[src/rtl/cft_pkg.sv]
`timescale 1ns / 1ps
package cft_pkg;

  localparam int HOLD_DEPTH = 16;
  localparam int CNT_W      = $clog2(HOLD_DEPTH + 1);
  localparam int ADDR_W     = (HOLD_DEPTH > 1) ? $clog2(HOLD_DEPTH) : 1;
  localparam int CHAR_W     = 8;
  localparam int APB_ADDR_W = 3;
  localparam int APB_DATA_W = 32;

  localparam logic [CHAR_W-1:0] DELIM_RESET = 8'd44;
  localparam logic [CHAR_W-1:0] QUOTE_RESET = 8'd34;

  localparam logic [APB_ADDR_W-1:0] REG_DELIM = 3'd0;
  localparam logic [APB_ADDR_W-1:0] REG_QUOTE = 3'd4;

  typedef enum logic [1:0] {
    MODE_OUT  = 2'd0,
    MODE_IN   = 2'd1,
    MODE_PEND = 2'd2
  } mode_e;

  typedef enum logic [1:0] {
    KIND_NONE = 2'd0,
    KIND_CHAR = 2'd1,
    KIND_END  = 2'd2
  } kind_e;

  typedef enum logic [1:0] {
    SRC_DIRECT = 2'd0,
    SRC_HELD   = 2'd1,
    SRC_PEND   = 2'd2
  } src_e;

  typedef struct packed {
    logic in_ready;
    logic out_load;
    src_e src;
    logic idx_clr;
    logic idx_inc;
  } cmd_t;

  typedef struct packed {
    logic  item_valid;
    kind_e kind;
    logic  has_held;
    logic  idx_last;
    logic  slot_free;
  } sts_t;

  typedef struct packed {
    logic              we_delim;
    logic              we_quote;
    logic [CHAR_W-1:0] wdata;
  } cfg_t;

  function automatic logic is_ws(input logic [CHAR_W-1:0] c);
    return (c >= 8'd9 && c <= 8'd13) || c == 8'd32 || c == 8'd133 || c == 8'd160;
  endfunction

endpackage

[src/rtl/cft_if.sv]
`timescale 1ns / 1ps
interface cft_item_if;
  logic       valid;
  logic       ready;
  logic       action;
  logic [7:0] ch;

  modport source (output valid, output action, output ch, input ready);
  modport sink (input valid, input action, input ch, output ready);
endinterface

interface cft_result_if;
  logic       valid;
  logic       ready;
  logic [7:0] out_char;
  logic       has_char;
  logic       field_end;
  logic       line_end;
  logic       ws_overflow;
  logic       last;

  modport source (output valid, output out_char, output has_char, output field_end,
                  output line_end, output ws_overflow, output last, input ready);
  modport sink (input valid, input out_char, input has_char, input field_end,
                input line_end, input ws_overflow, input last, output ready);
endinterface

[src/rtl/csv_field_tokenizer.sv]
`timescale 1ns / 1ps
// Channel   Dir  Handshake          Payload
// item_i    in   valid/ready        action, ch
// result_o  out  valid/ready        out_char, has_char, field_end, line_end,
//                                   ws_overflow, last
// apb       in   psel/penable/pwr   paddr[2:0], pwdata, prdata (pready tied high)
//
// An item with zero or one result is taken in the idle state. An item that
// releases held whitespace chars starts a drain: each held char is one read of
// the hold RAM (registered read) plus one output load, then the char itself.
// Async active-low reset; the hold RAM is not cleared and needs no sweep.
// A stalled result register holds off new items and the drain sequencer.
module csv_field_tokenizer (
  input  logic                               clk_i,
  input  logic                               rst_ni,
  cft_item_if.sink                           item_i,
  cft_result_if.source                       result_o,
  input  logic                               psel,
  input  logic                               penable,
  input  logic                               pwrite,
  input  logic [cft_pkg::APB_ADDR_W-1:0]     paddr,
  input  logic [cft_pkg::APB_DATA_W-1:0]     pwdata,
  output logic [cft_pkg::APB_DATA_W-1:0]     prdata,
  output logic                               pready
);
  import cft_pkg::*;

  cmd_t              cmd;
  sts_t              sts;
  cfg_t              cfg;
  logic [CHAR_W-1:0] delim, quote;
  logic              apb_wr;

  assign pready   = 1'b1;
  assign apb_wr   = psel && penable && pwrite;
  assign cfg.we_delim = apb_wr && (paddr[2] == REG_DELIM[2]);
  assign cfg.we_quote = apb_wr && (paddr[2] == REG_QUOTE[2]);
  assign cfg.wdata    = pwdata[CHAR_W-1:0];
  assign prdata = {{(APB_DATA_W-CHAR_W){1'b0}},
                   ((paddr[2] == REG_QUOTE[2]) ? quote : delim)};

  cft_ctrl u_ctrl (
    .clk_i  (clk_i),
    .rst_ni (rst_ni),
    .sts_i  (sts),
    .cmd_o  (cmd)
  );

  cft_dp u_dp (
    .clk_i   (clk_i),
    .rst_ni  (rst_ni),
    .item    (item_i),
    .result  (result_o),
    .cfg_i   (cfg),
    .delim_o (delim),
    .quote_o (quote),
    .cmd_i   (cmd),
    .sts_o   (sts)
  );

`ifndef SYNTHESIS
  a_no_char_is_end: assert property (@(posedge clk_i) disable iff (!rst_ni)
    result_o.valid && !result_o.has_char |-> result_o.field_end && result_o.last)
    else $error("empty result is not a final field end");

  a_line_end_ends_field: assert property (@(posedge clk_i) disable iff (!rst_ni)
    result_o.valid && result_o.line_end |-> result_o.field_end && !result_o.has_char)
    else $error("line end without field end");

  a_eol_gives_end: assert property (@(posedge clk_i) disable iff (!rst_ni)
    item_i.valid && item_i.ready && item_i.action |=>
      result_o.valid && result_o.field_end && result_o.line_end)
    else $error("end of line item did not produce a line end");

  a_drain_blocks_input: assert property (@(posedge clk_i) disable iff (!rst_ni)
    cmd.idx_inc || cmd.src == SRC_PEND |-> !item_i.ready)
    else $error("item taken while held chars drain");
`endif

endmodule

[src/rtl/cft_ram.sv]
`timescale 1ns / 1ps
module cft_ram #(
  parameter int WIDTH = 8,
  parameter int DEPTH = 16,
  parameter int AW    = (DEPTH > 1) ? $clog2(DEPTH) : 1
) (
  input  logic             clk_i,
  input  logic             we_i,
  input  logic [AW-1:0]    waddr_i,
  input  logic [WIDTH-1:0] wdata_i,
  input  logic [AW-1:0]    raddr_i,
  output logic [WIDTH-1:0] rdata_o
);

  logic [WIDTH-1:0] mem_q [DEPTH];
  logic [WIDTH-1:0] rdata_q;

  always_ff @(posedge clk_i) begin
    if (we_i) begin
      mem_q[waddr_i] <= wdata_i;
    end
    rdata_q <= mem_q[raddr_i];
  end

  assign rdata_o = rdata_q;

endmodule

[src/rtl/cft_ctrl.sv]
`timescale 1ns / 1ps
module cft_ctrl (
  input  logic          clk_i,
  input  logic          rst_ni,
  input  cft_pkg::sts_t sts_i,
  output cft_pkg::cmd_t cmd_o
);
  import cft_pkg::*;

  localparam logic [1:0] ST_IDLE      = 2'd0;
  localparam logic [1:0] ST_DRAIN_RD  = 2'd1;
  localparam logic [1:0] ST_DRAIN_OUT = 2'd2;
  localparam logic [1:0] ST_FINAL     = 2'd3;

  logic [1:0] state_q, state_d;

  always_comb begin
    state_d       = state_q;
    cmd_o         = '0;
    cmd_o.src     = SRC_DIRECT;
    unique case (state_q)
      ST_IDLE: begin
        cmd_o.in_ready = sts_i.slot_free;
        if (sts_i.item_valid && sts_i.slot_free) begin
          if (sts_i.kind == KIND_CHAR && sts_i.has_held) begin
            cmd_o.idx_clr = 1'b1;
            state_d       = ST_DRAIN_RD;
          end else if (sts_i.kind != KIND_NONE) begin
            cmd_o.out_load = 1'b1;
          end
        end
      end
      ST_DRAIN_RD: begin
        state_d = ST_DRAIN_OUT;
      end
      ST_DRAIN_OUT: begin
        if (sts_i.slot_free) begin
          cmd_o.out_load = 1'b1;
          cmd_o.src      = SRC_HELD;
          if (sts_i.idx_last) begin
            state_d = ST_FINAL;
          end else begin
            cmd_o.idx_inc = 1'b1;
            state_d       = ST_DRAIN_RD;
          end
        end
      end
      ST_FINAL: begin
        if (sts_i.slot_free) begin
          cmd_o.out_load = 1'b1;
          cmd_o.src      = SRC_PEND;
          state_d        = ST_IDLE;
        end
      end
      default: state_d = ST_IDLE;
    endcase
  end

  always_ff @(posedge clk_i or negedge rst_ni) begin
    if (!rst_ni) begin
      state_q <= ST_IDLE;
    end else begin
      state_q <= state_d;
    end
  end

endmodule

[src/rtl/cft_dp.sv]
`timescale 1ns / 1ps
module cft_dp (
  input  logic                          clk_i,
  input  logic                          rst_ni,
  cft_item_if.sink                      item,
  cft_result_if.source                  result,
  input  cft_pkg::cfg_t                 cfg_i,
  output logic [cft_pkg::CHAR_W-1:0]    delim_o,
  output logic [cft_pkg::CHAR_W-1:0]    quote_o,
  input  cft_pkg::cmd_t                 cmd_i,
  output cft_pkg::sts_t                 sts_o
);
  import cft_pkg::*;

  logic [CHAR_W-1:0] delim_q, quote_q;
  mode_e             mode_q, mode_d;
  logic              started_q;
  logic [CNT_W-1:0]  cnt_q;
  logic              ovf_q;
  logic [CNT_W-1:0]  idx_q;
  logic [CNT_W-1:0]  drain_cnt_q;
  logic [CHAR_W-1:0] pend_q;

  logic              out_valid_q;
  logic [CHAR_W-1:0] out_char_q;
  logic              has_char_q, field_end_q, line_end_q, ws_ovf_q, last_q;

  logic              accept;
  kind_e             kind;
  logic              end_le;
  logic              content, fall;
  logic              ws_wr, ovf_set;
  logic [CHAR_W-1:0] c;
  logic [CHAR_W-1:0] held_rdata;

  assign c      = item.ch;
  assign accept = item.valid && cmd_i.in_ready;

  always_comb begin
    mode_d  = mode_q;
    kind    = KIND_NONE;
    end_le  = 1'b0;
    content = 1'b0;
    fall    = 1'b0;
    ws_wr   = 1'b0;
    ovf_set = 1'b0;
    if (item.action) begin
      mode_d = MODE_OUT;
      kind   = KIND_END;
      end_le = 1'b1;
    end else begin
      unique case (mode_q)
        MODE_PEND: begin
          if (c == quote_q) begin
            mode_d  = MODE_IN;
            content = 1'b1;
          end else begin
            fall = 1'b1;
          end
        end
        MODE_IN: begin
          if (c == quote_q) begin
            mode_d = MODE_PEND;
          end else begin
            content = 1'b1;
          end
        end
        default: fall = 1'b1;
      endcase
      if (fall) begin
        mode_d = MODE_OUT;
        priority if (c == quote_q) begin
          mode_d = MODE_IN;
        end else if (c == delim_q) begin
          kind = KIND_END;
        end else begin
          content = 1'b1;
        end
      end
      if (content) begin
        if (is_ws(c)) begin
          if (started_q && cnt_q < CNT_W'(HOLD_DEPTH)) begin
            ws_wr = 1'b1;
          end else if (started_q) begin
            ovf_set = 1'b1;
          end
        end else begin
          kind = KIND_CHAR;
        end
      end
    end
  end

  cft_ram #(
    .WIDTH (CHAR_W),
    .DEPTH (HOLD_DEPTH)
  ) u_hold_ram (
    .clk_i   (clk_i),
    .we_i    (accept && ws_wr),
    .waddr_i (cnt_q[ADDR_W-1:0]),
    .wdata_i (c),
    .raddr_i (idx_q[ADDR_W-1:0]),
    .rdata_o (held_rdata)
  );

  always_ff @(posedge clk_i or negedge rst_ni) begin
    if (!rst_ni) begin
      delim_q     <= DELIM_RESET;
      quote_q     <= QUOTE_RESET;
      mode_q      <= MODE_OUT;
      started_q   <= 1'b0;
      cnt_q       <= '0;
      ovf_q       <= 1'b0;
      idx_q       <= '0;
      out_valid_q <= 1'b0;
    end else begin
      if (cfg_i.we_delim) begin
        delim_q <= cfg_i.wdata;
      end
      if (cfg_i.we_quote) begin
        quote_q <= cfg_i.wdata;
      end
      if (accept) begin
        mode_q <= mode_d;
        if (kind == KIND_END) begin
          started_q <= 1'b0;
          cnt_q     <= '0;
          ovf_q     <= 1'b0;
        end else if (kind == KIND_CHAR) begin
          started_q <= 1'b1;
          cnt_q     <= '0;
        end else if (ws_wr) begin
          cnt_q <= cnt_q + CNT_W'(1);
        end else if (ovf_set) begin
          ovf_q <= 1'b1;
        end
      end
      if (cmd_i.idx_clr) begin
        idx_q <= '0;
      end else if (cmd_i.idx_inc) begin
        idx_q <= idx_q + CNT_W'(1);
      end
      if (cmd_i.out_load) begin
        out_valid_q <= 1'b1;
      end else if (result.ready) begin
        out_valid_q <= 1'b0;
      end
    end
  end

  always_ff @(posedge clk_i) begin
    if (accept && kind == KIND_CHAR) begin
      drain_cnt_q <= cnt_q;
      pend_q      <= c;
    end
    if (cmd_i.out_load) begin
      unique case (cmd_i.src)
        SRC_HELD: begin
          out_char_q  <= held_rdata;
          has_char_q  <= 1'b1;
          field_end_q <= 1'b0;
          line_end_q  <= 1'b0;
          ws_ovf_q    <= 1'b0;
          last_q      <= 1'b0;
        end
        SRC_PEND: begin
          out_char_q  <= pend_q;
          has_char_q  <= 1'b1;
          field_end_q <= 1'b0;
          line_end_q  <= 1'b0;
          ws_ovf_q    <= 1'b0;
          last_q      <= 1'b1;
        end
        default: begin
          if (kind == KIND_CHAR) begin
            out_char_q  <= c;
            has_char_q  <= 1'b1;
            field_end_q <= 1'b0;
            line_end_q  <= 1'b0;
            ws_ovf_q    <= 1'b0;
          end else begin
            out_char_q  <= '0;
            has_char_q  <= 1'b0;
            field_end_q <= 1'b1;
            line_end_q  <= end_le;
            ws_ovf_q    <= ovf_q;
          end
          last_q <= 1'b1;
        end
      endcase
    end
  end

  assign item.ready         = cmd_i.in_ready;
  assign result.valid       = out_valid_q;
  assign result.out_char    = out_char_q;
  assign result.has_char    = has_char_q;
  assign result.field_end   = field_end_q;
  assign result.line_end    = line_end_q;
  assign result.ws_overflow = ws_ovf_q;
  assign result.last        = last_q;

  assign delim_o = delim_q;
  assign quote_o = quote_q;

  assign sts_o.item_valid = item.valid;
  assign sts_o.kind       = kind;
  assign sts_o.has_held   = (cnt_q != '0);
  assign sts_o.idx_last   = ((idx_q + CNT_W'(1)) == drain_cnt_q);
  assign sts_o.slot_free  = !out_valid_q || result.ready;

endmodule
[src/flat_wrapper.sv]
// flat-port wrapper written by rule: the top's interface ports become plain ports
module csv_field_tokenizer_flat import cft_pkg::*;
  (clk_i, rst_ni, psel, penable, pwrite, paddr, pwdata, prdata, pready, item_i_valid, item_i_action, item_i_ch, item_i_ready, result_o_valid, result_o_out_char, result_o_has_char, result_o_field_end, result_o_line_end, result_o_ws_overflow, result_o_last, result_o_ready);
  cft_item_if item_i_i ();
  cft_result_if result_o_i ();
  input  logic clk_i;
  input  logic rst_ni;
  input  logic psel;
  input  logic penable;
  input  logic pwrite;
  input  logic [cft_pkg::APB_ADDR_W-1:0] paddr;
  input  logic [cft_pkg::APB_DATA_W-1:0] pwdata;
  output logic [cft_pkg::APB_DATA_W-1:0] prdata;
  output logic pready;
  input wire logic [$bits(item_i_i.valid)-1:0] item_i_valid;
  input wire logic [$bits(item_i_i.action)-1:0] item_i_action;
  input wire logic [$bits(item_i_i.ch)-1:0] item_i_ch;
  output wire logic [$bits(item_i_i.ready)-1:0] item_i_ready;
  output wire logic [$bits(result_o_i.valid)-1:0] result_o_valid;
  output wire logic [$bits(result_o_i.out_char)-1:0] result_o_out_char;
  output wire logic [$bits(result_o_i.has_char)-1:0] result_o_has_char;
  output wire logic [$bits(result_o_i.field_end)-1:0] result_o_field_end;
  output wire logic [$bits(result_o_i.line_end)-1:0] result_o_line_end;
  output wire logic [$bits(result_o_i.ws_overflow)-1:0] result_o_ws_overflow;
  output wire logic [$bits(result_o_i.last)-1:0] result_o_last;
  input wire logic [$bits(result_o_i.ready)-1:0] result_o_ready;
  assign item_i_i.valid = item_i_valid;
  assign item_i_i.action = item_i_action;
  assign item_i_i.ch = item_i_ch;
  assign item_i_ready = item_i_i.ready;
  assign result_o_valid = result_o_i.valid;
  assign result_o_out_char = result_o_i.out_char;
  assign result_o_has_char = result_o_i.has_char;
  assign result_o_field_end = result_o_i.field_end;
  assign result_o_line_end = result_o_i.line_end;
  assign result_o_ws_overflow = result_o_i.ws_overflow;
  assign result_o_last = result_o_i.last;
  assign result_o_i.ready = result_o_ready;
  csv_field_tokenizer u_core (.clk_i(clk_i), .rst_ni(rst_ni), .item_i(item_i_i), .result_o(result_o_i), .psel(psel), .penable(penable), .pwrite(pwrite), .paddr(paddr), .pwdata(pwdata), .prdata(prdata), .pready(pready));
endmodule
[config.mk]
export PLATFORM = sky130hd
export DESIGN_NAME = csv_field_tokenizer_flat
export DESIGN_NICKNAME = d
export VERILOG_FILES = /design/src/rtl/cft_pkg.sv /design/src/rtl/cft_if.sv /design/src/rtl/csv_field_tokenizer.sv /design/src/rtl/cft_ram.sv /design/src/rtl/cft_ctrl.sv /design/src/rtl/cft_dp.sv /design/src/flat_wrapper.sv
export SDC_FILE = /design/constraint.sdc
export NUM_CORES = 1
export LEC_CHECK = 0
export ABC_AREA = 0
export BUFFER_PORTS_ARGS = -buffer_cell sky130_fd_sc_hd__buf_2
export CAP_MARGIN = 0
export CORE_ASPECT_RATIO = 1.1
export CORE_MARGIN = 4
export CORE_UTILIZATION = 35
export DETAILED_ROUTE_END_ITERATION = 16
export HOLD_SLACK_MARGIN = 0.1
export PLACE_DENSITY = 0.56
export SLEW_MARGIN = 20
export SYNTH_ARGS = -nofsm -noshare
export SYNTH_HDL_FRONTEND = slang
export SYNTH_HIERARCHICAL = 1
export SYNTH_SLANG_ARGS = --single-unit
[constraint.sdc]
create_clock -name clk_i -period 3.41 [get_ports clk_i]
set_input_delay 0 -clock clk_i [delete_from_list [all_inputs] [get_ports clk_i]]
set_output_delay 0 -clock clk_i [all_outputs]
set_load 0.005 [all_outputs]
==> qor.txt <==
====================================================================================
Outcome                                                                 finished clean
Share of power burned in combinational logic                                   0.272
Post-detailed-route wirelength per cell                                      19.5 um
Number of placement rows                                                          59
TritonCTS clock tree                                                            done
Share of async-settable or async-resettable flops after synthesis              0.169
Cells along the critical path                                           xnor2_1 -> nand4_1 -> o2111a_2 -> nor4_1 -> nand2_1 -> and2_1 -> ha_1 -> nor3_1 -> nand4_1 -> nor3b_1 -> a211o_1
Time the worst path needs with I/O delays and setup                          3.13 ns
Yosys warning count                                                                6
Worst clock skew                                                          0.00752 ns
I/O Buffers                                                                       47
Largest incremental delay on the critical path                               0.55 ns
Number of buffers inserted during clock tree synthesis                            17
Post-CTS sizing                                                                    0
Largest family of logic cells by synthesized area                       multiplexers
Most common cell type on the critical path                                   nand4_1
Average size of a mapped cell                                              16.4 um^2
Most frequent cells in the layout                                       edfxtp_1, buf_2, buf_4
Die boundary width                                                            157 um
Number of ports placed on the die boundary                                        99
PD cells                                                                 686 nW/um^2
1st-iter DRT viols                                                               374
Final routed DRC violation total                                                   0
Global router's overall resource usage                                         0.138
Family with the most delay on the worst path                            simple AND/OR/NAND/NOR gates
Critical path startpoint                                                u_core/u_dp/quote_o[1]$_DFFE_PN1P_
Gate Count Post-Synth                                                            523
Hold wc startpoint                                                      item_i_ch[6]
Sink count of the clock tree                                                     195
Arrival @ worst endpoint                                                     3.50 ns
Count of flip-flops with a built-in enable after synthesis                       154
Parity-gate share of the synthesized area counting xor and xnor cells         0.0286
Number of nets with antenna violations after routing                               0
First-pass GRT wire length                                                  28000 um
Share of layout cells above drive strength 1                                   0.277
Number of hold violations in the final report                                      0
Worst slack, placed                                                         0.326 ns
VDD IR-drop max                                                           0.000357 V
Dominant register cell in the synthesized netlist                           edfxtp_1
Via count                                                                       4761
Number of levels in the clock H-tree                                               4
Post-Route Setup TNS                                                            0 ns
Critical Path Sink Type                                                         flop
GRT Residual Overflow                                                              0
Growth of design area from synthesis to finish                                 15.9%
Crit path kind                                                            reg -> reg
Height of the die                                                             172 um
Final estimated routing congestion in global placement                         0.772
Final critical-path setup slack                                             0.285 ns
Source-to-sink clock delay at the later pin of the worst-skew pair           0.43 ns
Worst Tran Pin Value                                                        0.779 ns
Part of the Yosys area used for sequential elements                            0.655
Worst Path Required                                                          3.78 ns
Slowest CP cell                                                              dfstp_2
Hold_ws                                                                     0.155 ns
Total routed wirelength                                                     18200 um
Half-perimeter wire length after detailed placement                         12500 um
Average vias per placed instance                                                5.09
Effective utilization at floorplan                                             0.358
Maximum buffer depth of the clock tree                                             2
Pin count of the biggest net entering global routing                              34
Sequential Power Share                                                         0.449
Final setup violation count                                                        0
Number of iterations in the first detailed-routing pass                            4
Number of distinct library cells after synthesis                                  66
CP Max Fanout                                                                      6
Area share of fa/ha/maj cells after synthesis                                 0.0146
Maximum achievable frequency                                                 320 MHz
Worst min path class                                                       in -> reg
Core Area                                                                 23900 um^2
# nets final                                                                     679
Flops & latches, synth                                                           195
Number of diodes                                                                   0
Share of the synthesized area in compound gates (AO/OA/AOI/OAI)               0.0550
Area fraction in and, or, nand and nor cells after synthesis                  0.0715
Max-cap violation count                                                            0
Total leakage power                                                          3.62 nW
Switch Pwr                                                                 0.00202 W
Worst Setup Start Kind                                                          flop
Fin. max-slew vios                                                                 0
Setup repair after global routing missed its margin                            false
Vias in the first global route                                                  4882
Clock root buffer                                                          clkbuf_16
Full die area                                                             27100 um^2
Share of total power consumed by net switching                                 0.297
Synth Cell Area                                                            8570 um^2
Clk network pwr share                                                          0.279
Final worst-path cycle share                                                   0.917
Internal power                                                             0.00479 W
Mux cell area share after synthesis                                            0.128
Clock slew seen by the registers of the worst setup and hold paths           0.07 ns
Reg2reg start                                                           u_core/u_dp/quote_o[1]$_DFFE_PN1P_
Number of antenna violations at the first check in global routing                  0
Worst-case headroom to the max-slew limit                                      0.481
Combined buffer and inverter count along the critical path                         0
Most common library cell in the layout ignoring fill and taps               edfxtp_1
====================================================================================
-- cell usage after synthesis, drive strengths merged, types with 13 or more instances --
| cell | n | share of area |
|---|---|---|
| a21oi | 13 | 0.0076 |
| a22oi | 16 | 0.014 |
| buf | 37 | 0.033 |
| dfrtp | 28 | 0.082 |
| edfxtp | 154 | 0.54 |
| mux2 | 25 | 0.037 |
| mux4 | 32 | 0.090 |
| nand2 | 28 | 0.012 |
| nor2 | 23 | 0.010 |
| nor3 | 14 | 0.010 |
| xnor2 | 13 | 0.013 |
| xor2 | 15 | 0.015 |
-- sequential cells by signal, indices dropped and copies added, names as in the netlist, 2 cells and up --
name / count
u_core/u_ctrl/state_q: 2
u_core/u_dp/cnt_q: 5
u_core/u_dp/delim_o: 8
u_core/u_dp/drain_cnt_q: 5
u_core/u_dp/idx_q: 5
u_core/u_dp/mode_q: 2
u_core/u_dp/pend_q: 8
u_core/u_dp/quote_o: 8
u_core/u_dp/result.out_char: 8
u_core/u_dp/u_hold_ram/mem_q: 128
u_core/u_dp/u_hold_ram/rdata_o: 8
-- metal layers --
metal / track usage / vias up / wire, um
met5: 0 / - / 0
met4: 0.0554 / 0 / 433
met3: 0.0240 / 24 / 682
met2: 0.237 / 124 / 9210
met1: 0.174 / 2440 / 7900
li1: - / 2173 / -
-- worst paths after layout --
path	endpoint	slack, ns	depth (start not counted)
hold / removal	u_core/u_dp/u_hold_ram/mem_q[15][6]$_DFFE_PP_	0.15	2
hold reg to reg	u_core/u_dp/ovf_q$_DFFE_PN0P_	0.56	1
setup reg to reg	u_core/u_dp/cnt_q[3]$_DFFE_PN0P_	0.28	11
setup / recovery	u_core/u_dp/cnt_q[3]$_DFFE_PN0P_	0.28	11
max in group asynchronous	u_core/u_dp/idx_q[0]$_DFFE_PN0P_	2.68	2
min in group asynchronous	u_core/u_dp/ovf_q$_DFFE_PN0P_	0.19	2
-- per-stage QoR --
stage	instances	power, W	util	cell area [um^2]
after floorplan	546	0.00442	-	8660
after global placement	885	0.00493	0.384	9180
after detailed placement	885	0.00497	0.384	9180
after CTS	936	0.00689	0.415	9940
after global routing	936	0.00717	0.415	9940
final	936	0.00681	0.415	9940
-- cells by family (layout without fill, tap and decap cells) --
family                   count (synthesis)  in the layout
flip-flops                             195            195
AND/OR/NAND/NOR                        110            110
AO/OA/AOI/OAI                           61             61
buffers and inverters                   59            144
multiplexers                            58             58
XOR/XNOR                                28             28
adder cells (fa/ha/maj)                 10             10
other                                    2             25
-- power groups by stage --
stage	logic [W]	registers, W	clock network (W)
after floorplan	0.00134	0.00309	0
after global placement	0.00183	0.00309	0
after detailed placement	0.00186	0.00311	0
after CTS	0.00188	0.00306	0.00195
after global routing	0.00203	0.00310	0.00204
final	0.00185	0.00306	0.00190
-- timing repair --
| action | 4_1_cts | 5_1_grt |
|---|---|---|
| hold buffers | 19 | 0 |
| buffers inserted | 0 | 0 |
| hold endpoints to repair | 112 | 0 |
-- area by class of cell --
class / count / area, um^2
tap: 305 / 382
sequential: 195 / 5620
multi-input combinational: 292 / 2650
fill: 2174 / 14000
clock inverter: 12 / 106
timing repair buffer: 100 / 681
clock buffer: 20 / 458
inverter: 12 / 45.0
Power figures use the tool's default switching activity.
